**config.mk**
```make
export PLATFORM = sky130hd
export DESIGN_NAME = quadrature_position_tracker
export DESIGN_NICKNAME = d
export VERILOG_FILES = /design/src/qpt_pkg.sv /design/src/qpt_regs.sv /design/src/qpt_core.sv /design/src/quadrature_position_tracker.sv
export SDC_FILE = /design/constraint.sdc
export NUM_CORES = 1
export LEC_CHECK = 0
export ABC_AREA = 1
export BUFFER_PORTS_ARGS = -buffer_cell sky130_fd_sc_hd__buf_2
export CORE_MARGIN = 2
export CORE_UTILIZATION = 30
export CTS_CLUSTER_DIAMETER = 150
export DETAILED_ROUTE_END_ITERATION = 12
export GPL_TIMING_DRIVEN = 0
export PLACE_DENSITY = 0.51
export REMOVE_ABC_BUFFERS = 1
export SETUP_SLACK_MARGIN = 0.15
export SLEW_MARGIN = 25
export SYNTH_ARGS = -nofsm -noshare
export SYNTH_HDL_FRONTEND = slang
export SYNTH_SLANG_ARGS = --single-unit
```
**constraint.sdc**
```tcl
create_clock -name clk -period 7.03 [get_ports clk]
set_input_delay 1.0545 -clock clk [delete_from_list [all_inputs] [get_ports clk]]
set_output_delay 1.0545 -clock clk [all_outputs]
set_load 0.1 [all_outputs]
```
**src/qpt_pkg.sv**
```systemverilog
// Shared types, codes and reset constants of the quadrature position tracker.
`default_nettype none
package qpt_pkg;

	localparam int POS_W          = 32;
	localparam int FRACTION_BITS  = 16;
	localparam int MAX_STEPS_DFLT = 3;
	localparam int ADDR_W         = 5;
	localparam int DATA_W         = 32;

	localparam logic signed [POS_W-1:0] STEP_ONE    = POS_W'(1) << FRACTION_BITS;
	localparam logic signed [POS_W-1:0] POS_MIN_RST = {1'b1, {(POS_W-1){1'b0}}};
	localparam logic signed [POS_W-1:0] POS_MAX_RST = {1'b0, {(POS_W-1){1'b1}}};

	typedef enum logic [1:0] {
		CMD_SAMPLE    = 2'd0,
		CMD_NEXT_STEP = 2'd1,
		CMD_RESTART   = 2'd2
	} cmd_t;

	typedef enum logic [2:0] {
		REG_INITIAL_POS = 3'd0,
		REG_MIN_POS     = 3'd1,
		REG_MAX_POS     = 3'd2,
		REG_REVERSE     = 3'd3,
		REG_STEP_COUNT  = 3'd4,
		REG_STEP_SIZE_0 = 3'd5,
		REG_STEP_SIZE_1 = 3'd6,
		REG_STEP_SIZE_2 = 3'd7
	} reg_idx_t;

	typedef struct packed {
		logic signed [POS_W-1:0] init_pos;
		logic signed [POS_W-1:0] pos_lo;
		logic signed [POS_W-1:0] pos_hi;
		logic                    reverse_direction;
		logic [1:0]              step_count;
	} cfg_t;

endpackage
`default_nettype wire

```
**src/qpt_regs.sv**
```systemverilog
// APB register file holding bounds, direction, step count and step sizes.
`default_nettype none
module qpt_regs
	import qpt_pkg::*;
#(
	parameter int MAX_STEP_SIZES = MAX_STEPS_DFLT
) (
	input  wire logic                    clk,
	input  wire logic                    arst_n,
	input  wire logic                    psel,
	input  wire logic                    penable,
	input  wire logic                    pwrite,
	input  wire logic [ADDR_W-1:0]       paddr,
	input  wire logic [DATA_W-1:0]       pwdata,
	output logic [DATA_W-1:0]            prdata,
	output logic                         pready,
	output cfg_t                         cfg,
	output logic signed [POS_W-1:0]      step_amt [MAX_STEP_SIZES]
);

	logic     wr_en;
	reg_idx_t idx;
	cfg_t     cfg_q;
	logic signed [POS_W-1:0] step_amt_q [MAX_STEP_SIZES];

	assign pready = 1'b1;
	assign wr_en  = psel && penable && pwrite;
	assign idx    = reg_idx_t'(paddr[ADDR_W-1:2]);

	always_ff @(posedge clk or negedge arst_n) begin
		if (!arst_n) begin
			cfg_q.init_pos          <= '0;
			cfg_q.pos_lo            <= POS_MIN_RST;
			cfg_q.pos_hi            <= POS_MAX_RST;
			cfg_q.reverse_direction <= 1'b0;
			cfg_q.step_count        <= 2'd1;
		end else if (wr_en) begin
			case (idx)
				REG_INITIAL_POS: cfg_q.init_pos          <= pwdata[POS_W-1:0];
				REG_MIN_POS:     cfg_q.pos_lo            <= pwdata[POS_W-1:0];
				REG_MAX_POS:     cfg_q.pos_hi            <= pwdata[POS_W-1:0];
				REG_REVERSE:     cfg_q.reverse_direction <= pwdata[0];
				REG_STEP_COUNT:  cfg_q.step_count        <= pwdata[1:0];
				default: ;
			endcase
		end
	end

	for (genvar i = 0; i < MAX_STEP_SIZES; i++) begin : g_step
		always_ff @(posedge clk or negedge arst_n) begin
			if (!arst_n) begin
				step_amt_q[i] <= (i == 0) ? STEP_ONE : '0;
			end else if (wr_en && (idx == reg_idx_t'(3'(REG_STEP_SIZE_0) + 3'(i)))) begin
				step_amt_q[i] <= pwdata[POS_W-1:0];
			end
		end
		assign step_amt[i] = step_amt_q[i];
	end

	// Read back; step size slots beyond the parameter read as zero.
	always_comb begin
		prdata = '0;
		case (idx)
			REG_INITIAL_POS: prdata = DATA_W'(cfg_q.init_pos);
			REG_MIN_POS:     prdata = DATA_W'(cfg_q.pos_lo);
			REG_MAX_POS:     prdata = DATA_W'(cfg_q.pos_hi);
			REG_REVERSE:     prdata = DATA_W'(cfg_q.reverse_direction);
			REG_STEP_COUNT:  prdata = DATA_W'(cfg_q.step_count);
			default: begin
				for (int i = 0; i < MAX_STEP_SIZES; i++) begin
					if (idx == reg_idx_t'(3'(REG_STEP_SIZE_0) + 3'(i))) begin
						prdata = DATA_W'(step_amt_q[i]);
					end
				end
			end
		endcase
	end

	assign cfg = cfg_q;

endmodule
`default_nettype wire

```
**src/qpt_core.sv**
```systemverilog
// Two-register pipeline: input stage, position/step update and result register.
`default_nettype none
module qpt_core
	import qpt_pkg::*;
#(
	parameter int MAX_STEP_SIZES = MAX_STEPS_DFLT
) (
	input  wire logic                    clk,
	input  wire logic                    arst_n,
	input  wire cfg_t                    cfg,
	input  wire logic signed [POS_W-1:0] step_amt [MAX_STEP_SIZES],
	input  wire logic                    in_valid,
	output logic                         in_ready,
	input  wire logic [1:0]              command,
	input  wire logic                    pin_a,
	input  wire logic                    pin_b,
	output logic                         out_valid,
	input  wire logic                    out_ready,
	output logic signed [POS_W-1:0]      position,
	output logic [1:0]                   step_index,
	output logic                         clamped
);

	localparam int IDX_W = (MAX_STEP_SIZES > 1) ? $clog2(MAX_STEP_SIZES) : 1;

	logic                    valid_s1;
	logic [1:0]              command_s1;
	logic                    pin_a_s1;
	logic                    pin_b_s1;
	logic                    adv;

	logic signed [POS_W-1:0] position_q;
	logic                    last_a_q;
	logic [1:0]              step_select_q;
	logic                    out_valid_q;
	logic                    clamped_q;

	logic signed [POS_W-1:0] step;
	logic signed [POS_W:0]   sum;
	logic signed [POS_W-1:0] pos_nxt;
	logic                    clamp_nxt;
	logic                    last_a_nxt;
	logic [1:0]              sel_nxt;
	logic [1:0]              count_use;
	logic [2:0]              sel_inc;
	logic                    up;

	// Move stage 1 into the result register when that register is free or drained.
	assign adv      = valid_s1 && (!out_valid_q || out_ready);
	assign in_ready = !valid_s1 || adv;

	always_ff @(posedge clk or negedge arst_n) begin
		if (!arst_n) begin
			valid_s1 <= 1'b0;
		end else if (in_ready) begin
			valid_s1 <= in_valid;
		end
	end

	always_ff @(posedge clk) begin
		if (in_ready && in_valid) begin
			command_s1 <= command;
			pin_a_s1   <= pin_a;
			pin_b_s1   <= pin_b;
		end
	end

	assign step = step_amt[step_select_q[IDX_W-1:0]];
	assign up   = pin_a_s1 ^ pin_b_s1 ^ cfg.reverse_direction;

	always_comb begin
		count_use = (cfg.step_count > 2'(MAX_STEP_SIZES)) ? 2'(MAX_STEP_SIZES)
			: cfg.step_count;
		if (count_use == 2'd0) begin
			count_use = 2'd1;
		end
		sel_inc = {1'b0, step_select_q} + 3'd1;
	end

	always_comb begin
		pos_nxt    = position_q;
		clamp_nxt  = 1'b0;
		last_a_nxt = last_a_q;
		sel_nxt    = step_select_q;
		sum        = {position_q[POS_W-1], position_q};
		case (command_s1)
			CMD_SAMPLE: begin
				if (last_a_q ^ pin_a_s1) begin
					sum = up ? (sum + {step[POS_W-1], step}) : (sum - {step[POS_W-1], step});
				end
				last_a_nxt = pin_a_s1;
				if (sum < $signed({cfg.pos_lo[POS_W-1], cfg.pos_lo})) begin
					pos_nxt   = cfg.pos_lo;
					clamp_nxt = 1'b1;
				end else if (sum > $signed({cfg.pos_hi[POS_W-1], cfg.pos_hi})) begin
					pos_nxt   = cfg.pos_hi;
					clamp_nxt = 1'b1;
				end else begin
					pos_nxt = sum[POS_W-1:0];
				end
			end
			CMD_NEXT_STEP: begin
				case (count_use)
					2'd2:    sel_nxt = {1'b0, sel_inc[0]};
					2'd3:    sel_nxt = (sel_inc == 3'd3) ? 2'd0 : sel_inc[1:0];
					default: sel_nxt = 2'd0;
				endcase
			end
			CMD_RESTART: begin
				pos_nxt    = cfg.init_pos;
				last_a_nxt = pin_a_s1;
			end
			default: ;
		endcase
	end

	always_ff @(posedge clk or negedge arst_n) begin
		if (!arst_n) begin
			position_q    <= '0;
			last_a_q      <= 1'b0;
			step_select_q <= 2'd0;
			out_valid_q   <= 1'b0;
			clamped_q     <= 1'b0;
		end else begin
			if (adv) begin
				position_q    <= pos_nxt;
				last_a_q      <= last_a_nxt;
				step_select_q <= sel_nxt;
				clamped_q     <= clamp_nxt;
				out_valid_q   <= 1'b1;
			end else if (out_ready) begin
				out_valid_q   <= 1'b0;
			end
		end
	end

	// The state registers change only together with the result register,
	// so they double as the position and step index of the held result.
	assign out_valid  = out_valid_q;
	assign position   = position_q;
	assign step_index = step_select_q;
	assign clamped    = clamped_q;

endmodule
`default_nettype wire

```
**src/quadrature_position_tracker.sv**
```systemverilog
// Top level of the quadrature position tracker: register file and update pipeline.
`default_nettype none
// Quadrature position tracker. Each input transaction carries a command and
// the sampled levels of encoder channels A and B; each one yields exactly one
// output transaction with the Q16.16 position, the selected step index and a
// clamp flag. A pin sample with an edge on A moves the position by the
// selected step size (direction from A, B and reverse_direction), then the
// result is clamped to the lower and upper bound registers, testing the lower
// bound first. "Next step" cycles the step index through the step sizes in use;
// "restart" loads the restart position and takes A as the new reference level.
// Throughput is one transaction per clock unless the output stalls: an input
// register feeds a single 33-bit add and two compares into the result register,
// and the input stage keeps accepting while a result waits, so a stalled output
// costs nothing until both registers are full. A transaction is registered in
// the input register, then in the result register. Write configuration
// over APB (registers at 4*index) only while no transaction is in flight.
module quadrature_position_tracker
	import qpt_pkg::*;
#(
	parameter int MAX_STEP_SIZES = MAX_STEPS_DFLT
) (
	input  wire logic               clk,
	input  wire logic               arst_n,
	// APB configuration port
	input  wire logic               psel,
	input  wire logic               penable,
	input  wire logic               pwrite,
	input  wire logic [ADDR_W-1:0]  paddr,
	input  wire logic [DATA_W-1:0]  pwdata,
	output logic [DATA_W-1:0]       prdata,
	output logic                    pready,
	// input channel
	input  wire logic               in_valid,
	output logic                    in_ready,
	input  wire logic [1:0]         command,
	input  wire logic               pin_a,
	input  wire logic               pin_b,
	// result channel
	output logic                    out_valid,
	input  wire logic               out_ready,
	output logic signed [POS_W-1:0] position,
	output logic [1:0]              step_index,
	output logic                    clamped
);

	cfg_t                    cfg;
	logic signed [POS_W-1:0] step_amt [MAX_STEP_SIZES];

	// Hold all configuration; step sizes live in one slot per supported index.
	qpt_regs #(
		.MAX_STEP_SIZES(MAX_STEP_SIZES)
	) u_regs (
		.clk       (clk),
		.arst_n    (arst_n),
		.psel      (psel),
		.penable   (penable),
		.pwrite    (pwrite),
		.paddr     (paddr),
		.pwdata    (pwdata),
		.prdata    (prdata),
		.pready    (pready),
		.cfg       (cfg),
		.step_amt  (step_amt)
	);

	// Advance position, A reference level and step index once per transaction.
	qpt_core #(
		.MAX_STEP_SIZES(MAX_STEP_SIZES)
	) u_core (
		.clk        (clk),
		.arst_n     (arst_n),
		.cfg        (cfg),
		.step_amt   (step_amt),
		.in_valid   (in_valid),
		.in_ready   (in_ready),
		.command    (command),
		.pin_a      (pin_a),
		.pin_b      (pin_b),
		.out_valid  (out_valid),
		.out_ready  (out_ready),
		.position   (position),
		.step_index (step_index),
		.clamped    (clamped)
	);

endmodule
`default_nettype wire
```
==> results of run 1 <==
cells by family after synthesis:
logic type | synth area share [%]
buf+inv | 11.9
compound gates | 18.6
xor+xnor | 1.50
other cells | 0.0215
flops | 34.3
simple gates | 26.4
fa+ha+maj | 7.28
layer usage:
layer	track usage [%]	vias up	wire (µm)
met5	0	-	0
met4	7.73	0	2440
met3	2.86	118	3600
met2	35.6	477	30200
met1	30.3	8182	30900
li1	-	8381	-
worst paths after layout:
kind | from | to | cells past startpoint
max | u_core.step_index[1]$_DFFE_PN0P_ | u_core.position[23]$_DFFE_PN0P_ | 39
min | arst_n | u_regs.step_amt[68]$_DFFE_PN0P_ | 1
max reg2reg | u_core.step_index[1]$_DFFE_PN0P_ | u_core.position[23]$_DFFE_PN0P_ | 39
min reg2reg | u_regs.cfg[38]$_DFFE_PN0P_ | u_regs.cfg[38]$_DFFE_PN0P_ | 2
max in group asynchronous | arst_n | u_regs.cfg[66]$_DFFE_PN1P_ | 2
min in group clk | u_regs.cfg[38]$_DFFE_PN0P_ | u_regs.cfg[38]$_DFFE_PN0P_ | 2
registers in the layout (all words and copies together) (netlist names):
signal / count
u_core.clamped: 1
u_core.command_s1: 2
u_core.last_a_q: 1
u_core.out_valid: 1
u_core.pin_a_s1: 1
u_core.pin_b_s1: 1
u_core.position: 32
u_core.step_index: 2
u_core.valid_s1: 1
u_regs.cfg: 99
u_regs.step_amt: 96
cell usage in the layout (no fill, tap or decap), types with 7 or more instances in the layout:
cell type,n
inv_1,418
a21boi_1,8
o22ai_1,62
buf_4,12
xnor2_1,12
nor2_4,13
a21oi_1,168
nand2_4,11
nor2_1,128
dfstp_2,34
o21ai_0,256
clkbuf_8,10
or2_2,22
buf_12,16
nand2_2,7
o211ai_1,13
o211ai_2,7
xor2_1,18
dfrtp_1,197
nand4_1,21
buf_16,7
inv_2,9
buf_2,113
clkbuf_16,30
nand3_1,92
nand2_1,769
ha_1,97
nor3_1,8
nor2_2,13
critical path, delay by kind of cell, from the launching register on:
family,cells,cell delay (ns)
and+or+nand+nor,25,3.47
AOI/OAI and AO/OA,4,0.86
DFF,1,0.43
adders and majority gates,3,0.93
xor gates and xnor gates,1,0.16
buffers and inverters,6,0.45
per-stage QoR:
stage | TNS [ns] | hold WS, ns | cell area [µm²]
after CTS | 0 | 0.459 | 20300
after global placement | -191.47 | 0.467 | 18600
after detailed placement | -26.51 | 0.474 | 19200
final | 0 | 0.443 | 20500
after floorplan | 0 | 0.453 | 17000
after global routing | 0 | 0.477 | 20500
layout make-up:
cell class              count  area [µm²]
clock inverters             6        58.8
fillers                  6129       37100
inverters                 433        1650
well taps                 765         957
clock buffers              46         911
flip-flops and latches    237        6000
multi-input cells        1801        9700
repair buffers            153        1240
timing repair:
item                                    4_1_cts  5_1_grt
cloned                                        3        1
pin swaps                                     4        9
buffers inserted                              5       10
endpoints found under the setup margin       33       33
resized for setup                            18       19
Yosys cell counts (5+ instances only):
master and n:
nand3_2 5, clkbuf_1 75, dfrtp_1 199, nand3_1 94, nor2_4 6, inv_1 423
ha_1 100, nor2_2 10, nor3_1 10, o21bai_1 5, or2_2 22, inv_2 8
a22oi_2 5, o22ai_1 62, nor2_1 138, buf_2 17, nand4_1 21, xnor2_1 12
o211ai_1 13, a21boi_1 8, o211ai_2 7, dfstp_2 34, a21oi_1 170, nand2_1 777
xor2_1 18, nand2_4 5, o21ai_0 257, nand2_2 6
==> flow_summary.ini, run 1 <==
[flow_run]
maxCapViolations = 0

[logic_synthesis]
synthFlopType = dfrtp_1
synthCells = 2566
synth_top_area_share_pct = 28.5
ys_ff_latch = 237
syn-cell-area_um2 = 17500
synth_area_leaders = dfrtp_1, nand2_1, inv_1
synthDistinctLibCells = 59
yosysSeqAreaShare_pct = 34.3
yosys_warnings = 0
async_flop_share_pct = 98.3
synth_edf_count = 4
yosysTopAreaCell = dfrtp_1
syn_area_per_cell_um2 = 6.81

[worst_setup_path]
cpMostUsedCell = nand2_1
crit_slowest_cell = dfrtp_2
crit_type = flop to flop
critical_path.max_fanout = 13
critPathCaptureType = flop
slowest_delay_ns = 0.43
rrSetupSlack_ns = 0.59
crit_required_ns = 7.50
start_kind = flop
arrival_ns = 6.92

[clock_network]
h-tree-depth = 1
clock_tree.root_cell = clkbuf_16
cts_tree = yes
clk_pin_slew_worst_paths_ns = 0.06
clock_latency_ns = 0.59
cts_made_buffers = 28
cts_hold_buffers = 0
clock-sinks = 237
clockBufferDepth = 3

[floorplan]
die_height_um = 245
coreArea_um2 = 57600
die_w_um = 245
initial_core_util_pct = 30.3
core.rowCount = 88
die_area_um2 = 60200
ios = 118

[finish]
final_cells = 3441
antenna_cells = 0
final_core_util_pct = 35.6
drive_gt1_share_pct = 13.8
nNetsFinal = 2803
synthToLayoutAreaGrowth_pct = 17.4

[routing]
wl_mm = 67.1
avgRoutedWirePerCell_um = 19.5
vias = 17200
drc = 0
viasPerCell = 4.99
drtIter0Drc = 1239
dr.pass1.iters = 7
ant_nets = 0

[timing]
rsz0062_at_grt = false
finClkSkew_ns = 0.0158
hold_violations = 0
fin_ws_ns = 0.586
finalSetupViolCount = 0
slew_viol_final = 0
worst_pin_slew_ns = 0.981
fmax_mhz = 155
slew_headroom_pct = 34.6
post-route-period-util_pct = 91.7
fin_crit_ns = 6.44

[global_routing]
antenna_found_initial = 0
grt.total_usage_pct = 22.1
overflow = 0
grt_max_degree = 88
first_global_vias = 16700
grt_pass1_wl_mm = 102

[worst_hold_path]
worstHoldPathType = primary input to async pin

[placement]
dp_cells = 3370
dpl_worst_slack_ns = -0.879
numPortBuffers = 114
dp_hpwl_mm = 49.9
place_congestion = 0.918

[run_status]
status = completed
Power of run 1 is not shown: default switching activity piles up to over one toggle a cycle in this logic, so the estimate is an artifact.
==> run 2, diff against run 1 <==
--- a/config.mk
+++ b/config.mk
@@ -12,7 +12,7 @@
 export CTS_CLUSTER_DIAMETER = 150
 export DETAILED_ROUTE_END_ITERATION = 12
 export GPL_TIMING_DRIVEN = 0
-export PLACE_DENSITY = 0.51
+export PLACE_DENSITY_LB_ADDON = 0.1
 export REMOVE_ABC_BUFFERS = 1
 export SETUP_SLACK_MARGIN = 0.15
 export SLEW_MARGIN = 25
==> flow_summary.ini, run 2 (synthesis results as in run 1) <==
[run_status]
status = completed

[finish]
multiInputGateArea_um2 = 9830
nFillCells = 6223
final_common_cell = nand2_1
largest_register_ff_count = 99
seqCellArea_um2 = 6000
antenna_cells = 0
synthToLayoutAreaGrowth_pct = 19.4
final_cell_mix = nand2_1, inv_1, o21ai_0
nNetsFinal = 2815
final_cells = 3455
drive_gt1_share_pct = 15.0

[timing]
post-route-period-util_pct = 90.2
slew_viol_final = 0
fmax_mhz = 158
fin_crit_ns = 6.34
slew_headroom_pct = 35.0
fin_ws_ns = 0.689
finClkSkew_ns = 0.0183
fin_setup_tns_ns = 0
worst_pin_slew_ns = 0.974
finalSetupViolCount = 0
rsz0062_at_grt = false
hold_violations = 0

[worst_setup_path]
start_kind = flop
critPathCaptureType = flop
cpMostUsedCell = nand2_1
arrival_ns = 6.81
critical_path.max_fanout = 23
critPathBufInv = 7
crit_required_ns = 7.50
slowest_delay_ns = 0.56
crit_slowest_cell = dfrtp_4
crit_type = flop to flop
crit_family = simple AND/OR/NAND/NOR gates

[routing]
avgRoutedWirePerCell_um = 20.1
drc = 0
drtIter0Drc = 1224
ant_nets = 0
dr.pass1.iters = 5
wl_mm = 69.4
vias = 17000
viasPerCell = 4.91

[global_routing]
first_global_vias = 16500
grt.total_usage_pct = 22.8
grt_max_degree = 82
grt_pass1_wl_mm = 103
antenna_found_initial = 0
overflow = 0

[floorplan]
coreArea_um2 = 57600
die_w_um = 245
die_height_um = 245
core.rowCount = 88
initial_core_util_pct = 30.3
ios = 118
die_area_um2 = 60200

[placement]
numPortBuffers = 114
dp_hpwl_mm = 51.1
dp_cells = 3369
place_congestion = 0.896
dpl_worst_slack_ns = -1.23

[worst_hold_path]
worstHoldPathType = primary input to async pin

[clock_network]
clock-sinks = 237
clock_tree.root_cell = clkbuf_16
cts_hold_buffers = 0
cts_tree = yes
clock_latency_ns = 0.59
cts_made_buffers = 30
h-tree-depth = 1
clockBufferDepth = 3
clk_pin_slew_worst_paths_ns = 0.06

[flow_run]
maxCapViolations = 0
[run 2: changes by cell type in the layout (fill, tap and decap cells not counted), moves of 4 or more]
cell	delta
nor2_1	-7
buf_4	+6
clkbuf_8	-5
ha_1	-5
nand2_1	-5
nor2_4	+5
buf_16	+4
ha_2	+4
[run 2: final timing paths]
path / from / to / slack, ns / cells past startpoint
worst max-delay path: u_core.step_index[0]$_DFFE_PN0P_ / u_core.position[24]$_DFFE_PN0P_ / 0.69 / 44
worst min-delay path: arst_n / u_regs.step_amt[32]$_DFFE_PN0P_ / 0.46 / 1
worst max register to register: u_core.step_index[0]$_DFFE_PN0P_ / u_core.position[24]$_DFFE_PN0P_ / 0.69 / 44
worst min register to register: u_regs.step_amt[30]$_DFFE_PN0P_ / u_regs.step_amt[30]$_DFFE_PN0P_ / 0.49 / 2
max in group asynchronous: arst_n / u_regs.cfg[27]$_DFFE_PN1P_ / 5.63 / 2
min in group clk: u_regs.step_amt[30]$_DFFE_PN0P_ / u_regs.step_amt[30]$_DFFE_PN0P_ / 0.49 / 2
[run 2: stage by stage]
stage	instance area, µm²	util, %	hold WS [ns]
after floorplan	17000	-	0.453
after global placement	18600	32.2	0.469
after detailed placement	19200	33.3	0.473
after CTS	20500	35.6	0.468
after global routing	20900	36.2	0.499
final	20900	36.2	0.460
[run 2: metal layers]
metal	wire length, µm	part of all wire, %	track usage (%)
met2	31900	46	37.2
met4	2160	3.1	7.84
met1	32200	46	31.0
met3	3150	4.5	2.98
met5	0	0	0
[run 2: timing repair]
item / 4_1_cts / 5_1_grt
setup buffers: 9 / 14
resized for setup: 26 / 48
endpoints found under the setup margin: 33 / 33
pin swaps: 7 / 14
cloned: 5 / 2
[run 2: layout make-up]
| type | count | area share [%] |
|---|---|---|
| inverters | 433 | 7.95 |
| multi-input cells | 1804 | 47.2 |
| clock inverters | 14 | 0.870 |
| clock buffers | 42 | 4.26 |
| flip-flops and latches | 237 | 28.8 |
| well taps | 765 | 4.59 |
| repair buffers | 160 | 6.40 |
Power of run 2 is left out for the same reason.
==> run 3, diff against run 2 <==
--- a/config.mk
+++ b/config.mk
@@ -7,6 +7,7 @@
 export LEC_CHECK = 0
 export ABC_AREA = 1
 export BUFFER_PORTS_ARGS = -buffer_cell sky130_fd_sc_hd__buf_2
+export CORE_ASPECT_RATIO = 0.5
 export CORE_MARGIN = 2
 export CORE_UTILIZATION = 30
 export CTS_CLUSTER_DIAMETER = 150
==> flow_summary.ini, run 3 (synthesis results as in run 1) <==
[worst_setup_path]
slowest_delay_ns = 0.55
rr_startpoint = u_core.step_index[0]$_DFFE_PN0P_
critPathCaptureType = flop
critical_path.max_fanout = 9
crit_type = flop to flop
rrSetupSlack_ns = 0.45
r2r_cells = 40
crit_slowest_cell = dfrtp_4
arrival_ns = 7.07
crit_required_ns = 7.52
cpMostUsedCell = nand2_1
timing.rr.end = u_core.position[13]$_DFFE_PN0P_
start_kind = flop

[placement]
dpl_cell_area_um2 = 19400
dp_hpwl_mm = 53.6
place_congestion = 0.934
numPortBuffers = 114

[clock_network]
h-tree-depth = 1
clock_latency_ns = 0.59
cts_made_buffers = 27
cts_tree = yes
clockBufferDepth = 3
clk_pin_slew_worst_paths_ns = 0.07
clock_tree.root_cell = clkbuf_16
clock-sinks = 237
cts_hold_buffers = 0

[routing]
viasPerCell = 5.04
vias = 17500
dr.pass1.iters = 6
drtIter0Drc = 1591
drc = 0
wl_mm = 74.7
ant_nets = 0
avgRoutedWirePerCell_um = 21.5

[global_routing]
grtUsageMet1_pct = 38.2
grt-busiest-layer = met1
grt_max_degree = 79
overflow = 0
antenna_found_initial = 4
grtUsageMet3_pct = 5.27
grt.met2_usage_pct = 33.1
grt.total_usage_pct = 24.3
first_global_vias = 16300
grt_pass1_wl_mm = 109

[floorplan]
core.rowCount = 62
initial_core_util_pct = 30.4
die_w_um = 345
die_height_um = 175
coreArea_um2 = 57500
die_area_um2 = 60300
ios = 118

[finish]
final_area_um2 = 20900
largest_register_ff_count = 99
nNetsFinal = 2823
drive_gt1_share_pct = 14.6
final_cell_mix = nand2_1, inv_1, o21ai_0
synthToLayoutAreaGrowth_pct = 19.8
final_common_cell = nand2_1

[timing]
post-route-period-util_pct = 93.6
fmax_mhz = 152
finClkSkew_ns = 0.0182
hold_violations = 0
finalSetupViolCount = 0
worst_pin_slew_ns = 0.896
fin_crit_ns = 6.58
hold_ws_ns = 0.294
rsz0062_at_grt = false
slew_headroom_pct = 40.2
slew_viol_final = 0

[run_status]
status = completed

[worst_hold_path]
worstHoldPathType = primary input to async pin

[flow_run]
maxCapViolations = 0
-- run 3: critical path: cells and delay by family, from the launching register on --
kind | cells | cell delay (ns)
buffers and inverters | 7 | 0.86
AO/OA/AOI/OAI | 4 | 0.63
flip-flops | 1 | 0.55
AND/OR/NAND/NOR | 25 | 3.17
adder cells (fa/ha/maj) | 3 | 1.04
XOR/XNOR | 1 | 0.18
-- run 3: cell type report --
type / instances / area [µm²]
multi-input cells: 1805 / 9840
clock inverters: 8 / 134
diodes: 8 / 20.0
repair buffers: 170 / 1520
inverters: 433 / 1670
flip-flops and latches: 237 / 6000
well taps: 768 / 961
fillers: 6239 / 36600
clock buffers: 42 / 772
-- run 3: worst max-delay path by stage --
stage	to	cells past startpoint	from
CTS	u_core.position[26]$_DFFE_PN0P_	42	u_core.step_index[1]$_DFFE_PN0P_
floorplan	u_core.position[23]$_DFFE_PN0P_	43	u_core.step_index[1]$_DFFE_PN0P_
finish	u_core.position[13]$_DFFE_PN0P_	40	u_core.step_index[0]$_DFFE_PN0P_
global placement	u_core.position[16]$_DFFE_PN0P_	42	u_core.step_index[1]$_DFFE_PN0P_
detailed placement	u_core.position[16]$_DFFE_PN0P_	43	u_core.step_index[1]$_DFFE_PN0P_
global route	u_core.position[13]$_DFFE_PN0P_	41	u_core.step_index[0]$_DFFE_PN0P_
-- run 3: per-stage QoR --
step | std cells | setup slack, ns | utilization (%) | TNS [ns]
final | 3471 | 0.447 | 36.4 | 0
after global routing | 3465 | 0.107 | 36.4 | 0
after CTS | 3447 | 0.217 | 35.8 | 0
after detailed placement | 3380 | -1.21 | 33.7 | -32.47
after global placement | 3349 | -3.62 | 32.3 | -326.90
after floorplan | 2467 | 0.105 | - | 0
-- run 3: per-layer routing --
metal,wire length [µm],up-vias
met5,14,-
met4,1470,2
met3,6120,79
met2,28800,581
met1,38300,8390
li1,-,8429
-- run 3: repair_timing --
item / 4_1_cts / 5_1_grt
buffers inserted: 11 / 14
resized for setup: 24 / 33
setup endpoints to repair: 33 / 33
cloned: 6 / 2
pin swaps: 7 / 12
Power of run 3 is left out for the same reason.
